==> src/rtl/infix_to_postfix_converter_assert.svh <==
// ----------------------------------------------------------------------------
// Assertion macros for the infix to postfix converter
// Assertions are checked on the rising clock edge and are off while the block is in reset.
// Defining NO_ASSERTIONS removes them all.
// ----------------------------------------------------------------------------
`ifndef INFIX_TO_POSTFIX_CONVERTER_ASSERT_SVH
`define INFIX_TO_POSTFIX_CONVERTER_ASSERT_SVH

`ifndef NO_ASSERTIONS

// The property must hold at every clock edge outside reset.
`define ITP_ASSERT(label, prop, msg) \
    label: assert property (@(posedge i_clk) disable iff (!i_rst_n) (prop)) else $error(msg);

// When the condition holds, the consequence must hold at the next clock edge.
`define ITP_ASSERT_NEXT(label, ante, cons, msg) \
    label: assert property (@(posedge i_clk) disable iff (!i_rst_n) (ante) |=> (cons)) \
        else $error(msg);

`else

`define ITP_ASSERT(label, prop, msg)
`define ITP_ASSERT_NEXT(label, ante, cons, msg)

`endif

`endif

==> src/rtl/itp_pkg.sv <==
// ----------------------------------------------------------------------------
// itp_pkg
// Types, character codes and operator tables for the infix to postfix converter.
// ----------------------------------------------------------------------------
package itp_pkg;

    localparam int ITP_STACK_DEPTH = 16;

    localparam logic [7:0] CH_LPAR = 8'h28;
    localparam logic [7:0] CH_RPAR = 8'h29;
    localparam logic [7:0] CH_NOT  = 8'h21;
    localparam logic [7:0] CH_AND  = 8'h26;
    localparam logic [7:0] CH_OR   = 8'h7C;

    typedef enum logic [1:0] {
        OP_LPAR,
        OP_NOT,
        OP_AND,
        OP_OR
    } t_op_code;

    typedef enum logic [2:0] {
        K_SKIP,
        K_ALNUM,
        K_OP,
        K_LPAR,
        K_RPAR
    } t_kind;

    typedef enum logic [2:0] {
        S_IDLE,
        S_EXEC,
        S_WAIT,
        S_FIN,
        S_FWAIT,
        S_DONE
    } t_state;

    typedef struct packed {
        logic [7:0] sym;
        logic       sym_valid;
        logic       err;
    } t_pend;

    typedef struct packed {
        logic [7:0] sym;
        logic       sym_valid;
        logic       run_last;
        logic       expr_end;
        logic       err;
    } t_result;

    function automatic t_kind classify(input logic [7:0] c);
        t_kind k;
        k = K_SKIP;
        if ((c >= 8'h30 && c <= 8'h39) || (c >= 8'h41 && c <= 8'h5A) ||
            (c >= 8'h61 && c <= 8'h7A)) begin
            k = K_ALNUM;
        end else if (c == CH_NOT || c == CH_AND || c == CH_OR) begin
            k = K_OP;
        end else if (c == CH_LPAR) begin
            k = K_LPAR;
        end else if (c == CH_RPAR) begin
            k = K_RPAR;
        end
        return k;
    endfunction

    function automatic t_op_code char_code(input logic [7:0] c);
        t_op_code code;
        code = OP_LPAR;
        if (c == CH_NOT) begin
            code = OP_NOT;
        end else if (c == CH_AND) begin
            code = OP_AND;
        end else if (c == CH_OR) begin
            code = OP_OR;
        end
        return code;
    endfunction

    function automatic logic [7:0] code_char(input t_op_code code);
        logic [7:0] c;
        unique case (code)
            OP_LPAR: c = CH_LPAR;
            OP_NOT:  c = CH_NOT;
            OP_AND:  c = CH_AND;
            OP_OR:   c = CH_OR;
        endcase
        return c;
    endfunction

    function automatic logic [2:0] code_prec(input t_op_code code);
        logic [2:0] p;
        unique case (code)
            OP_LPAR: p = 3'd0;
            OP_NOT:  p = 3'd4;
            OP_AND:  p = 3'd5;
            OP_OR:   p = 3'd6;
        endcase
        return p;
    endfunction

    // An arriving operator pops the top when the top is an operator and the
    // arriving one binds looser, or equally loose while being left associative.
    function automatic logic must_pop(input t_op_code incoming, input t_op_code top);
        logic left;
        left = (incoming != OP_NOT);
        return (top != OP_LPAR) &&
               ((left && code_prec(incoming) >= code_prec(top)) ||
                (code_prec(incoming) > code_prec(top)));
    endfunction

endpackage

==> src/rtl/infix_to_postfix_converter.sv <==
// ----------------------------------------------------------------------------
// infix_to_postfix_converter
// Boolean infix to postfix conversion with an operator stack in a memory.
//
// The input channel takes one ASCII character per beat, with a flag that
// marks the last character of an expression. The output channel gives one
// postfix character per beat, with flags for the last beat caused by an
// input, the end of the expression and a sticky error.
// Both channels use valid and stall; a beat moves when valid is high and
// stall is low. The input is stalled while a character is being worked on.
// The block takes no new input beat before it has finished the last one.
// The stack memory has a registered read port, so each entry popped is
// read before it is emitted, and a '(' or operator that ends the search
// is read too. At the last character each entry left is read and flushed.
// Results go through a one-entry holding stage and a registered output.
// A stalled receiver holds up the block only when both stages are full.
// Synchronous reset empties the stack, clears the error and drops any
// result not yet delivered. Stack writes and reads never fall in the same
// cycle, so no forwarding is needed.
// ----------------------------------------------------------------------------
`include "infix_to_postfix_converter_assert.svh"

module infix_to_postfix_converter
    import itp_pkg::*;
#(
    parameter int STACK_DEPTH = ITP_STACK_DEPTH
) (
    input  logic       i_clk,
    input  logic       i_rst_n,
    input  logic       i_in_valid,
    output logic       o_in_stall,
    input  logic [7:0] i_symbol,
    input  logic       i_final_char,
    output logic       o_out_valid,
    input  logic       i_out_stall,
    output logic [7:0] o_out_symbol,
    output logic       o_symbol_valid,
    output logic       o_run_last,
    output logic       o_expr_end,
    output logic       o_error_flag
);

    localparam int AW = (STACK_DEPTH > 1) ? $clog2(STACK_DEPTH) : 1;
    localparam int CW = $clog2(STACK_DEPTH + 1);
    localparam logic [CW-1:0] DEPTH_C = CW'(STACK_DEPTH);

    t_state          r_state, n_state;
    logic [CW-1:0]   r_count, n_count;
    logic            r_err, n_err;
    logic            r_pv, n_pv;
    logic            r_ov, n_ov;
    t_kind           r_kind, n_kind;
    t_op_code        r_code, n_code;
    logic [7:0]      r_sym, n_sym;
    logic            r_fin, n_fin;
    t_pend           r_pnd, n_pnd;
    t_result         r_out, n_out;
    t_op_code        r_top;
    t_op_code        r_stack_mem [STACK_DEPTH];

    logic            mem_we, mem_re;
    logic [AW-1:0]   mem_waddr, mem_raddr;
    logic [CW-1:0]   cnt_m1;
    logic            out_free, can_emit;
    logic            em_req, em_sv, do_push;
    logic [7:0]      em_sym;

    assign cnt_m1   = r_count - CW'(1);
    assign out_free = !r_ov || !i_out_stall;
    assign can_emit = !r_pv || out_free;

    always_comb begin
        n_state   = r_state;
        n_count   = r_count;
        n_err     = r_err;
        n_pv      = r_pv;
        n_ov      = r_ov;
        n_kind    = r_kind;
        n_code    = r_code;
        n_sym     = r_sym;
        n_fin     = r_fin;
        n_pnd     = r_pnd;
        n_out     = r_out;
        mem_we    = 1'b0;
        mem_re    = 1'b0;
        mem_waddr = r_count[AW-1:0];
        mem_raddr = cnt_m1[AW-1:0];
        em_req    = 1'b0;
        em_sv     = 1'b0;
        em_sym    = '0;
        do_push   = 1'b0;

        if (r_ov && !i_out_stall) begin
            n_ov = 1'b0;
        end

        unique case (r_state)
            S_IDLE: begin
                if (i_in_valid) begin
                    n_sym   = i_symbol;
                    n_fin   = i_final_char;
                    n_kind  = classify(i_symbol);
                    n_code  = char_code(i_symbol);
                    n_state = S_EXEC;
                end
            end
            S_EXEC: begin
                unique case (r_kind)
                    K_ALNUM: begin
                        if (can_emit) begin
                            em_req  = 1'b1;
                            em_sym  = r_sym;
                            em_sv   = 1'b1;
                            n_state = S_FIN;
                        end
                    end
                    K_SKIP: begin
                        n_state = S_FIN;
                    end
                    K_LPAR: begin
                        do_push = 1'b1;
                        n_state = S_FIN;
                    end
                    K_OP: begin
                        if (r_count == '0) begin
                            do_push = 1'b1;
                            n_state = S_FIN;
                        end else begin
                            mem_re  = 1'b1;
                            n_state = S_WAIT;
                        end
                    end
                    K_RPAR: begin
                        if (r_count == '0) begin
                            n_err   = 1'b1;
                            n_state = S_FIN;
                        end else begin
                            mem_re  = 1'b1;
                            n_state = S_WAIT;
                        end
                    end
                endcase
            end
            S_WAIT: begin
                priority if (r_kind == K_RPAR && r_top == OP_LPAR) begin
                    n_count = cnt_m1;
                    n_state = S_FIN;
                end else if (r_kind == K_RPAR || must_pop(r_code, r_top)) begin
                    if (can_emit) begin
                        em_req  = 1'b1;
                        em_sym  = code_char(r_top);
                        em_sv   = 1'b1;
                        n_count = cnt_m1;
                        n_state = S_EXEC;
                    end
                end else begin
                    do_push = 1'b1;
                    n_state = S_FIN;
                end
            end
            S_FIN: begin
                priority if (!r_fin) begin
                    n_state = S_DONE;
                end else if (r_count != '0) begin
                    mem_re  = 1'b1;
                    n_state = S_FWAIT;
                end else if (r_pv) begin
                    n_state = S_DONE;
                end else if (can_emit) begin
                    em_req  = 1'b1;
                    n_state = S_DONE;
                end
            end
            S_FWAIT: begin
                if (can_emit) begin
                    em_req  = 1'b1;
                    em_sym  = code_char(r_top);
                    em_sv   = 1'b1;
                    n_count = cnt_m1;
                    n_state = S_FIN;
                end
            end
            S_DONE: begin
                if (!r_pv) begin
                    n_state = S_IDLE;
                end else if (out_free) begin
                    n_ov            = 1'b1;
                    n_out.sym       = r_pnd.sym;
                    n_out.sym_valid = r_pnd.sym_valid;
                    n_out.run_last  = 1'b1;
                    n_out.expr_end  = r_fin;
                    n_out.err       = r_fin ? r_err : r_pnd.err;
                    n_pv            = 1'b0;
                    if (r_fin) begin
                        n_err   = 1'b0;
                        n_count = '0;
                    end
                    n_state = S_IDLE;
                end
            end
        endcase

        if (do_push) begin
            if (r_count < DEPTH_C) begin
                mem_we  = 1'b1;
                n_count = r_count + CW'(1);
            end else begin
                n_err = 1'b1;
            end
        end

        if (em_req) begin
            if (r_pv) begin
                n_ov            = 1'b1;
                n_out.sym       = r_pnd.sym;
                n_out.sym_valid = r_pnd.sym_valid;
                n_out.run_last  = 1'b0;
                n_out.expr_end  = 1'b0;
                n_out.err       = r_pnd.err;
            end
            n_pnd.sym       = em_sym;
            n_pnd.sym_valid = em_sv;
            n_pnd.err       = r_err;
            n_pv            = 1'b1;
        end
    end

    always_ff @(posedge i_clk) begin
        if (!i_rst_n) begin
            r_state <= S_IDLE;
            r_count <= '0;
            r_err   <= 1'b0;
            r_pv    <= 1'b0;
            r_ov    <= 1'b0;
        end else begin
            r_state <= n_state;
            r_count <= n_count;
            r_err   <= n_err;
            r_pv    <= n_pv;
            r_ov    <= n_ov;
        end
    end

    always_ff @(posedge i_clk) begin
        r_kind <= n_kind;
        r_code <= n_code;
        r_sym  <= n_sym;
        r_fin  <= n_fin;
        r_pnd  <= n_pnd;
        r_out  <= n_out;
    end

    always_ff @(posedge i_clk) begin
        if (mem_we) begin
            r_stack_mem[mem_waddr] <= r_code;
        end
    end

    always_ff @(posedge i_clk) begin
        if (mem_re) begin
            r_top <= r_stack_mem[mem_raddr];
        end
    end

    assign o_in_stall     = (r_state != S_IDLE);
    assign o_out_valid    = r_ov;
    assign o_out_symbol   = r_out.sym;
    assign o_symbol_valid = r_out.sym_valid;
    assign o_run_last     = r_out.run_last;
    assign o_expr_end     = r_out.expr_end;
    assign o_error_flag   = r_out.err;

    `ITP_ASSERT(a_count_bound, r_count <= DEPTH_C, "Stack count exceeds the stack depth.")
    `ITP_ASSERT(a_idle_no_pend, (r_state != S_IDLE) || !r_pv, "Held result left over in idle.")
    `ITP_ASSERT(a_write_room, !mem_we || (r_count < DEPTH_C), "Stack write beyond the top.")
    `ITP_ASSERT(a_end_is_last, !(o_out_valid && o_expr_end) || o_run_last,
        "Expression end without the last-beat flag.")
    `ITP_ASSERT_NEXT(a_end_clears, (r_state == S_DONE) && r_fin && r_pv && out_free,
        (r_count == '0) && !r_err && o_out_valid && o_expr_end,
        "Expression end did not leave the stack and error clear.")

endmodule
==> config.mk <==
export PLATFORM = sky130hd
export DESIGN_NAME = infix_to_postfix_converter
export DESIGN_NICKNAME = d
export VERILOG_FILES = /design/src/rtl/itp_pkg.sv /design/src/rtl/infix_to_postfix_converter.sv
export VERILOG_INCLUDE_DIRS = /design/src /design/src/rtl
export SDC_FILE = /design/constraint.sdc
export NUM_CORES = 1
export LEC_CHECK = 0
export BUFFER_PORTS_ARGS = -buffer_cell sky130_fd_sc_hd__buf_4
export CORE_MARGIN = 5
export CORE_UTILIZATION = 55
export CTS_CLUSTER_DIAMETER = 120
export DETAILED_ROUTE_END_ITERATION = 16
export PLACE_DENSITY = 0.74
export SLEW_MARGIN = 20
export SYNTH_ARGS = -nofsm -noshare
export SYNTH_HDL_FRONTEND = slang
export SYNTH_SLANG_ARGS = --single-unit
==> constraint.sdc <==
create_clock -name i_clk -period 7.1 [get_ports i_clk]
set_input_delay 0.355 -clock i_clk [delete_from_list [all_inputs] [get_ports i_clk]]
set_output_delay 0.355 -clock i_clk [all_outputs]
set_load 0.05 [all_outputs]
After elaboration in Yosys (flattened, before gate mapping)
Memories as Yosys holds them, arrays and structs flattened. A register that Yosys moved wholly into a read port is not among the register bits.
Index checks and enable logic that the tools add are counted.

word-level totals
  bits in registers = 47
  memory bits (writable) = 32
  bits of input ports = 13
  output and inout bits = 14
  word-level logic and storage cells = 175
  memories kept = 1

operators by class
  $add $sub $neg = 2
  magnitude comparators = 9
  equality and inequality tests = 25
  muxes and demuxes = 88
  reduce and logical (&&, ||, !) cells = 32

memory list
  memory       depth  bits a word  rd ports  clocked after Yosys merged registers in  write ports  RTL line                          text
  r_stack_mem  16     2            1         1                                        1            infix_to_postfix_converter.sv:59  t_op_code r_stack_mem [STACK_DEPTH];

operators by type and width
  operator                                                            count
  two-way mux 12 bit                                                  5
  two-way mux 3 bit                                                   16
  two-way mux 5 bit                                                   8
  two-way mux 8 bit                                                   5
  two-way mux 1 bit                                                   37
  == test 8 x 6 -> 1 bit (second input constant)                      4
  one-hot mux 8 bit (4 select lines)                                  1
  one-hot mux 3 bit (4 select lines)                                  2
  one-hot mux 8 bit (3 select lines)                                  1
  one-hot mux 3 bit (6 select lines)                                  1
  greater-or-equal comparator 8 x 7 -> 1 bit (second input constant)  2
  <= comparator 8 x 7 -> 1 bit (second input constant)                2
  one-hot mux 5 bit (3 select lines)                                  1
  == test 3 x 2 -> 1 bit (second input constant)                      4
  == test 3 bit (second input constant)                               3
  one-hot mux 3 bit (3 select lines)                                  1
  == test 2 bit (second input constant)                               4
  == test 8 x 7 -> 1 bit (second input constant)                      1
  greater-or-equal comparator 8 x 6 -> 1 bit (second input constant)  1
  <= comparator 8 x 6 -> 1 bit (second input constant)                1
  logical OR 1 bit                                                    8
  two-way mux 2 bit                                                   4
  one-hot mux 1 bit (2 select lines)                                  4
  logical AND 1 bit                                                   7
  other kinds (25)                                                    33

Longest topological paths before layout
Gate-level depths: netlist of run 1.

  word-level depth = 15
  mapped depth = 10
  depth with buffers taken out = 9

Least setup slack after synthesis of run 1
Ideal clock, no wire load.

  kind = reg2reg
  start point = register r_code[0]
  end point = register r_pnd[0] (netlist name) (enable)
  setup time = 376 ps
  data arrival time = 2372 ps
  path slack = 4352 ps
  cell stages (with the launch flop) = 8
  buffers on the path = 0
  path through = edfxtp_1 > or2_2 > ha_1 > mux2i_1 > o21a_1 > nor3_2 > nor4_1 > nor2_1

between the ends
  cells in the longest elaborated chain, start to end = 12
  elaborated cells on any way between the ends = 17
  classes of those cells = 2 x order compare; 4 x eq/ne; 6 x mux; 5 x reduce/logical

ends and longest elaborated chain
  what                                   RTL line                           text
  start, declared                        infix_to_postfix_converter.sv:53   t_op_code r_code, n_code;
  start signal, assigned                 infix_to_postfix_converter.sv:246  r_code <= n_code;
  == test 2 bit (tied with other cells)  itp_pkg.sv:95                      unique case (code)
  one-hot mux 3 bit (4 select lines)     itp_pkg.sv:95
  two-way mux 3 bit                      infix_to_postfix_converter.sv:145  priority if (r_kind == K_RPAR && r_top == OP_LPAR) begin
  two-way mux 3 bit                      infix_to_postfix_converter.sv:97   unique case (r_state)
  greater-or-equal comparator 3 bit      itp_pkg.sv:110                     ((left && code_prec(incoming) >= code_prec(top)) ||
  logical AND 1 bit                      itp_pkg.sv:110
  logical OR 1 bit *                     itp_pkg.sv:110
  logical AND 1 bit *                    itp_pkg.sv:109                     return (top != OP_LPAR) &&
  logical OR 1 bit *                     infix_to_postfix_converter.sv:148  end else if (r_kind == K_RPAR || must_pop(r_code, r_top)) begin
  two-way mux 1 bit *                    infix_to_postfix_converter.sv:148
  two-way mux 1 bit *                    infix_to_postfix_converter.sv:145
  one-hot mux 1 bit (4 select lines) *   infix_to_postfix_converter.sv:97
  net em_req                             infix_to_postfix_converter.sv:65   logic em_req, em_sv, do_push;
  end signal, assigned                   infix_to_postfix_converter.sv:249  r_pnd <= n_pnd;
  end, declared                          infix_to_postfix_converter.sv:56   t_pend r_pnd, n_pnd;

The timed path passes the listed nets; every way through them passes the cells marked *. The select of a mux whose other input is x is not followed.
A chain may end at the register's enable or synchronous reset.

Worst setup path after layout of run 1
  start point = register r_code[1]
  end point = register r_pnd[4] (netlist name) (enable)

The elaborated chain is that of the path after synthesis.

==> results.md, run 1 <==
- Status: completed
- Avg WL per Cell: 17.43 um
- Routing usage on met1: 27.85%
- Area of the die: around 0.009 sq mm
- CTS tree: yes
- Cell Chain, Critical Path: nand2b_1 > ha_1 > nand2b_1 > a211oi_2 > o21a_1 > nor3_2 > nor4_1 > nor2_1
- Post-synth top flop: edfxtp_1
- Multi-input logic area: between 0.0015 and 0.002 sq mm
- Clock sink count: 81
- Initial antenna violation count: 0
- Post-Syn Instances: 319
- Worst setup EP type: flip-flop
- Post-Syn Nets: 344
- Avg Inst Size Synth: around 13 sq um
- Rows: 31
- Largest net degree at the start of global routing: 21
- Setup Buffers After CTS: 0
- Post-CTS Resized: 0
- # DRC: 0
- Die width: 95.32 um
- Register area: approximately 0.0023 sq mm
- Via count: 2,648
- Num CTS Buffers: 9
- ANT nets after route: 0
- CTS H-tree lvls: 3
- Clock root buffer master: clkbuf_8
- Drt total wl: roughly 8 mm
- TNS Setup: 0 ns
- Launch point of the worst path: r_code[1]$_SDFFCE_PP0P_
- Worst Setup Start Kind: flip-flop
- Final setup viols: 0
- Post-DP HPWL: 5.550 mm
- Gr usage total: 19.03%
- Data required time at the worst endpoint: 7.13 ns
- Clk slew on worst S/H paths: 0.08 ns
- Sequential share of the synthesized area: roughly 58%
- Most used routing layer: met1
- HP Start: i_final_char
- Setup repair after global routing missed its margin: no
- Gpl congestion: 0.9434
- Final nets: 367
- Power per Cell Area: 305.4 mW/mm^2
- Slew Viols, Final: 0
- Clock skew: 0.006948 ns
- First-pass GRT wire length: 12.76 mm
- DR pass1 iterations: 4
- Inserted Diodes: 0
- Mapped Area: 0.004004 sq mm
- Yosys cell types: 64
- FF+latch count, synth: 81
- Leakage: about 0.0016 uW
- Worst Hold Class: in -> reg
- F_max: 302.5 MHz
- Critical path class: reg -> reg
- YS warnings: 0
- VDD IR max: ~200 uV
- Final period utilization: between 40% and 50%
- Hold Violations, Final: 0
- IO Count: 27
- Launching point of the worst reg2reg path: r_code[1]$_SDFFCE_PP0P_
- EDFF count, synth: 69
- Slowest cell delay on critical path: 0.78 ns
- Max Cap Violations: 0
- I/O Buffers: 26
- Die span in y: 95.32 um
- Fill cells: 549
- Crit-path slowest cell: edfxtp_1
- Met3 GRT Util: 5.209%
- Core ar.: 0.007176 sq mm
- Slew @ Worst Pin: 1.048 ns
- Worst slew margin: 29.87%
- Most frequent CP cell: nand2b_1
- Crit path time final: 3.306 ns
- Ys async rst share: 0%
- Starting density of the core: 55.80%
- Clock tree buffer depth: 2
- Vias in the first global route: 2,525
- Layout cell share with drive strength beyond 1: 19.02%
- Worst Path Max Fanout: 20
- R2R depth: 8
- DR iter-0 viols: 260
- Clock latency on the worst-skew pair: 0.35 ns
- M2 GR Usage: between 20 and 30%
- Total power: 1360 uW
- Critical path data arrival time: 3.33 ns
- Area delta synth->final: 11.25%
- Hold path depth: 1
- Hold_buf cts: 0
- Drt via density: 5.937
- Grt ovf: 0
==> final timing paths <==
| kind | endpoint | slack (ns) |
|---|---|---|
| worst min register to register | r_pnd[0]$_DFFE_PP_ | 0.50 |
| worst max-delay path | r_pnd[4]$_DFFE_PP_ | 3.79 |
| worst max register to register | r_pnd[4]$_DFFE_PP_ | 3.79 |
| worst min-delay path | r_fin$_DFFE_PP_ | 0.18 |
==> stage by stage <==
step	instance area [sq um]	hold slack [ns]	cells	worst slack, ns	utilization, %
finish	4454	0.1795	446	3.794	62.08
detailed placement	4243	0.4889	430	3.835	59.13
global route	4454	0.1592	446	3.503	62.08
global placement	4243	0.4774	430	3.930	59.13
CTS	4454	0.1677	446	3.833	62.08
floorplan	4004	0.4250	319	4.352	-
==> power breakdown <==
group          total, uW  switching [uW]  internal (uW)
Sequential           643            63.6            579
Combinational        357             200            157
Clock                360             162            198
Total               1360             426            934
==> cell usage in the layout, fill, tap and decap left out, types with 3 or more instances in the layout <==
cell type	n
edfxtp_1	69
buf_4	26
nand2_1	21
inv_1	15
nor2_1	15
a21oi_1	14
and2_1	13
and3_1	13
o21ai_0	13
ha_1	12
dfxtp_1	12
mux4_2	10
clkbuf_8	9
nand2b_1	8
nor3_1	8
nand3_1	7
a211oi_1	4
xnor2_1	4
o31ai_1	4
nor2b_1	3
o21ai_1	3
nor3b_1	3
a221oi_1	3
==> worst max-delay path, delay by kind of cell (launching register included) <==
family / cells / cell delay, ns
AOI/OAI and AO/OA: 2 / 0.56
DFF: 1 / 0.78
and+or+nand+nor: 5 / 1.30
adders and majority gates: 1 / 0.34
==> synth_stat cells, types with 2 or more instances <==
cell type	number	area, sq um
a211oi_1	4	30.03
a21o_1	2	15.01
a21oi_1	14	70.07
a21oi_2	2	17.52
a221oi_1	3	26.28
a22o_1	2	17.52
a31oi_1	2	12.51
and2_1	13	81.33
and3_1	13	81.33
buf_6	3	33.78
clkbuf_1	9	33.78
dfxtp_1	12	240.2
edfxtp_1	69	2072
ha_1	12	150.1
inv_1	15	56.30
mux4_2	10	225.2
nand2_1	21	78.83
nand2b_1	8	50.05
nand3_1	7	35.03
nand4_1	2	12.51
nand4b_1	2	17.52
nor2_1	15	56.30
nor2b_1	3	18.77
nor3_1	8	40.04
nor3_2	2	20.02
nor3b_1	3	22.52
nor4_1	2	12.51
nor4b_1	2	17.52
o21a_1	2	15.01
o21ai_0	13	65.06
o21ai_1	3	15.01
o31ai_1	4	30.03
or3b_1	2	17.52
xnor2_1	4	35.03
xor2_1	2	17.52
==> cell families after synthesis <==
| kind of cell | after synthesis | synth area share [%] |
|---|---|---|
| mux | 11 | 5.875 |
| compound gates | 64 | 10.97 |
| xor+xnor | 6 | 1.312 |
| buf+inv | 29 | 3.406 |
| flops | 81 | 57.75 |
| fa+ha+maj | 12 | 3.750 |
| simple gates | 116 | 16.94 |
==> routing by layer <==
metal / part of all wire (%) / wire (um) / vias to the layer above
li1: - / - / 1262
met1: 48 / 3698 / 1287
met2: 45 / 3479 / 90
met3: 6.2 / 481 / 9
met4: 1.5 / 116 / 0
met5: 0 / 0 / -
==> area by class of cell <==
| class | count | share of cell area (%) |
|---|---|---|
| Clock buffer | 11 | 2.949 |
| Clock inverter | 5 | 1.798 |
| Inverter | 15 | 1.264 |
| Multi-Input combinational cell | 209 | 34.92 |
| Sequential cell | 81 | 51.91 |
| Tap cell | 99 | 2.781 |
| Timing Repair Buffer | 26 | 4.382 |
No activity file was read; power rests on OpenSTA's default activity.
==> inputs of run 2 (changes only) <==
--- a/config.mk
+++ b/config.mk
@@ -6,12 +6,13 @@
 export SDC_FILE = /design/constraint.sdc
 export NUM_CORES = 1
 export LEC_CHECK = 0
+export ABC_AREA = 1
 export BUFFER_PORTS_ARGS = -buffer_cell sky130_fd_sc_hd__buf_4
 export CORE_MARGIN = 5
 export CORE_UTILIZATION = 55
 export CTS_CLUSTER_DIAMETER = 120
 export DETAILED_ROUTE_END_ITERATION = 16
-export PLACE_DENSITY = 0.74
+export PLACE_DENSITY = 0.76
 export SLEW_MARGIN = 20
 export SYNTH_ARGS = -nofsm -noshare
 export SYNTH_HDL_FRONTEND = slang
==> constraint.sdc (replaced) <==
create_clock -name i_clk -period 2.8 [get_ports i_clk]
set_input_delay 0.14 -clock i_clk [delete_from_list [all_inputs] [get_ports i_clk]]
set_output_delay 0.14 -clock i_clk [all_outputs]
set_load 0.05 [all_outputs]
==> results.md, run 2 <==
- Status: completed (unchanged)
- Clock share of power: 25.4% (was 26.5%)
- Via count: 3,197 (was 2,648)
- Internal: 2212 uW (was 934.0 uW)
- Post-DP HPWL: 6.262 mm (was 5.550 mm)
- Inserted Diodes: 0 (unchanged)
- Grt ovf: 0 (unchanged)
- Die width: 97.37 um (was 95.32 um)
- Core ar.: 0.007331 sq mm (was 0.007176 sq mm)
- Hold Violations, Final: 0 (unchanged)
- Area delta synth->final: 13.83% (was 11.25%)
- Crit path time final: 2.637 ns (was 3.306 ns)
- Ys async rst share: 0% (unchanged)
- Synth cell count leaders: 72 x nand2_1, 69 x edfxtp_1, 63 x nor2_1 (was 69 x edfxtp_1, 21 x nand2_1, 15 x inv_1, 15 x nor2_1, 14 x a21oi_1)
- Clock tree buffer depth: 2 (unchanged)
- Data required time at the worst endpoint: 2.84 ns (was 7.13 ns)
- Die span in y: 97.37 um (was 95.32 um)
- Count leader, synth: nand2_1 (was edfxtp_1)
- Net Sw Frac: 36.24% (was 31.33%)
- HP Start: i_symbol[2] (was i_final_char)
- Top cells by area, synth: edfxtp_1 49%, nand2_1 6.4%, dfxtp_1 5.7% (was edfxtp_1 52%, dfxtp_1 6.0%, mux4_2 5.6%)
- Critical path class: reg -> reg (unchanged)
- Largest net degree at the start of global routing: 23 (was 21)
- Worst setup EP type: flip-flop (unchanged)
- Worst Path Max Fanout: 13 (was 20)
- # DRC: 0 (unchanged)
- Avg Inst Size Synth: 9.370 sq um (was 12.55 sq um)
- Post-Syn Instances: 448 (was 319)
- IO Count: 27 (unchanged)
- Post-CTS Resized: 0 (unchanged)
- Sequential share of the synthesized area: 55.08% (was 57.75%)
- CTS H-tree lvls: 3 (unchanged)
- Power per Cell Area: 725.9 mW/mm^2 (was 305.4 mW/mm^2)
- Slew Viols, Final: 0 (unchanged)
- Mapped Area: 0.004198 sq mm (was 0.004004 sq mm)
- Avg WL per Cell: 14.38 um (was 17.43 um)
- I/O Buffers: 26 (unchanged)
- R2r setup slk: 0.16 ns (was 3.79 ns)
- Rows: 31 (unchanged)
- VDD IR max: 512.6 uV (was 201.4 uV)
- Clock sink count: 81 (unchanged)
- Final nets: 513 (was 367)
- EDFF count, synth: 69 (unchanged)
- Worst slew margin: 65.02% (was 29.87%)
- Most frequent cells in the layout: 72 x nand2_1, 69 x edfxtp_1, 63 x nor2_1 (was 69 x edfxtp_1, 26 x buf_4, 21 x nand2_1)
- Launching point of the worst reg2reg path: r_top[0]$_DFFE_PP_ (was r_code[1]$_SDFFCE_PP0P_)
- CTS tree: yes (unchanged)
- Drt total wl: 8.513 mm (was 7.776 mm)
- Clock latency on the worst-skew pair: 0.35 ns (about the same)
- Initial antenna violation count: 0 (unchanged)
- Total power: 3469 uW (was 1360 uW)
- Sequential power share: 43.8% (was 47.3%)
- Final period utilization: 94.17% (was 46.56%)
- Max Cap Violations: 0 (unchanged)
- Reg2Reg Capture Point: r_stack_mem[6][0]$_DFFE_PP_ (was r_pnd[4]$_DFFE_PP_)
- Hold worst-path end: r_sym[2]$_DFFE_PP_ (was r_fin$_DFFE_PP_)
- NetSw: 1257 uW (was 426.1 uW)
- TNS Setup: 0 ns (unchanged)
- DR iter-0 viols: 194 (was 260)
- Most common cell after layout, fill and taps aside: nand2_1 (was edfxtp_1)
- Gpl congestion: 0.9076 (was 0.9434)
- Setup repair after global routing missed its margin: no (unchanged)
- Worst Setup Start Kind: flip-flop (unchanged)
- F_max: 379.2 MHz (was 302.5 MHz)
- Yosys cell types: 41 (was 64)
- Gr usage total: 18.22% (was 19.03%)
- Area leader, netlist: edfxtp_1 (unchanged)
- First-pass GRT wire length: 13.99 mm (was 12.76 mm)
- Hold_buf cts: 4 (was 0)
- Clock root buffer master: clkbuf_8 (unchanged)
- Leakage: 0.002007 uW (was 0.001577 uW)
- Drt via density: 5.400 (was 5.937)
- FF+latch count, synth: 81 (unchanged)
- Slew @ Worst Pin: 0.5248 ns (was 1.048 ns)
- Post-synth top flop: edfxtp_1 (unchanged)
- ANT nets after route: 0 (unchanged)
- Vias in the first global route: 3,052 (was 2,525)
- Area of the die: 0.009480 sq mm (was 0.009086 sq mm)
- DR pass1 iterations: 5 (was 4)
- Final setup viols: 0 (unchanged)
- Top cell type's share of synthesized area: 49.36% (was 51.75%)
- Clock skew: 0.01717 ns (was 0.006948 ns)
- R2R depth: 13 (was 8)
- Num CTS Buffers: 9 (unchanged)
- Worst Hold Class: in -> reg (unchanged)
- Clk slew on worst S/H paths: 0.08 ns (about the same)
- Hold path depth: 1 (unchanged)
- Combinational share of power: 30.8% (was 26.3%)
- Post-Syn Nets: 473 (was 344)
- Starting density of the core: 57.26% (was 55.80%)
- YS warnings: 0 (unchanged)
- Layout cell share with drive strength beyond 1: 15.82% (was 19.02%)
- Worst hold slack: 0.02245 ns (was 0.1795 ns)
- Critical path data arrival time: 2.67 ns (was 3.33 ns)
- Setup Buffers After CTS: 0 (unchanged)
[run 2: cell types whose count changed in the layout (fill, tap and decap cells not counted), moves of 8 or more]
| cell | delta |
|---|---|
| and3_1 | -13 |
| mux4_2 | -10 |
| o21ai_0 | +22 |
| nand2_1 | +51 |
| nor2_1 | +48 |
| nand2b_1 | -8 |
| inv_1 | +40 |
| inv_2 | +9 |
| and2_1 | -13 |
| nand3_1 | +23 |
[run 2: cells by family after synthesis]
| group | after synthesis | synth area share [%] |
|---|---|---|
| AO/OA/AOI/OAI | 72 | 9.986 |
| AND/OR/NAND/NOR | 203 | 23.04 |
| flip-flops | 81 | 55.08 |
| multiplexers | 3 | 0.7154 |
| adder cells (fa/ha/maj) | 12 | 3.577 |
| XOR/XNOR | 4 | 0.8347 |
| buffers and inverters | 73 | 6.766 |
[run 2: critical path, stage by stage (launching register included)]
cell      delay [ns]
edfxtp_1        0.40
inv_1           0.09
ha_1            0.24
ha_1            0.35
inv_1           0.06
nor2_1          0.12
nand2_1         0.08
nand3_1         0.15
nand3_2         0.10
nand2_2         0.12
nand2_4         0.12
inv_2           0.12
nand2_1         0.14
nor2_1          0.24
[run 2: area by class of cell]
type	instances	area [sq um]
sequential	81	2312
inverter	65	244.0
clock buffer	9	123.9
multi-input combinational	294	1602
timing repair buffer	37	287.8
tap	99	123.9
clock inverter	7	85.08
fill	576	2552
[run 2: worst max-delay path by stage]
stage	startpoint	to	slack, ns	depth (start not counted)
floorplan	r_code[0]$_SDFFCE_PP1P_	flip-flop	0.09	12
global placement	r_code[0]$_SDFFCE_PP1P_	r_stack_mem[5][1]$_DFFE_PP_	0.39	15
detailed placement	r_top[0]$_DFFE_PP_	r_stack_mem[5][0]$_DFFE_PP_	0.22	12
CTS	r_top[0]$_DFFE_PP_	r_stack_mem[5][1]$_DFFE_PP_	0.19	12
global route	r_code[0]$_SDFFCE_PP1P_	flip-flop	0.03	16
finish	r_top[0]$_DFFE_PP_	r_stack_mem[6][0]$_DFFE_PP_	0.16	13
[run 2: stage by stage]
stage          setup slack (ns)  utilization (%)  instance area [sq um]  instances
2_1_floorplan           0.08609                -                   4198        448
3_3_place_gp             0.3891            61.79                   4529        572
3_5_place_dp             0.2194            61.79                   4529        572
4_1_cts                  0.1921            65.18                   4778        592
5_1_grt                 0.02904            65.18                   4778        592
6_report                 0.1632            65.18                   4778        592
[run 2: per-layer routing]
layer	routed length (um)	share of wire (%)	track usage [%]
met2	4131	49	30.84
met5	0	0	0
met4	270	3.2	9.052
met3	389	4.6	4.164
met1	3721	44	21.73
[run 2: power groups by stage]
stage	clock network, uW	registers, uW	logic [uW]
3_5_place_dp	0	1550	1040
6_report	880	1520	1070
2_1_floorplan	0	1580	715
3_3_place_gp	0	1540	1010
4_1_cts	897	1520	1050
5_1_grt	953	1530	1170
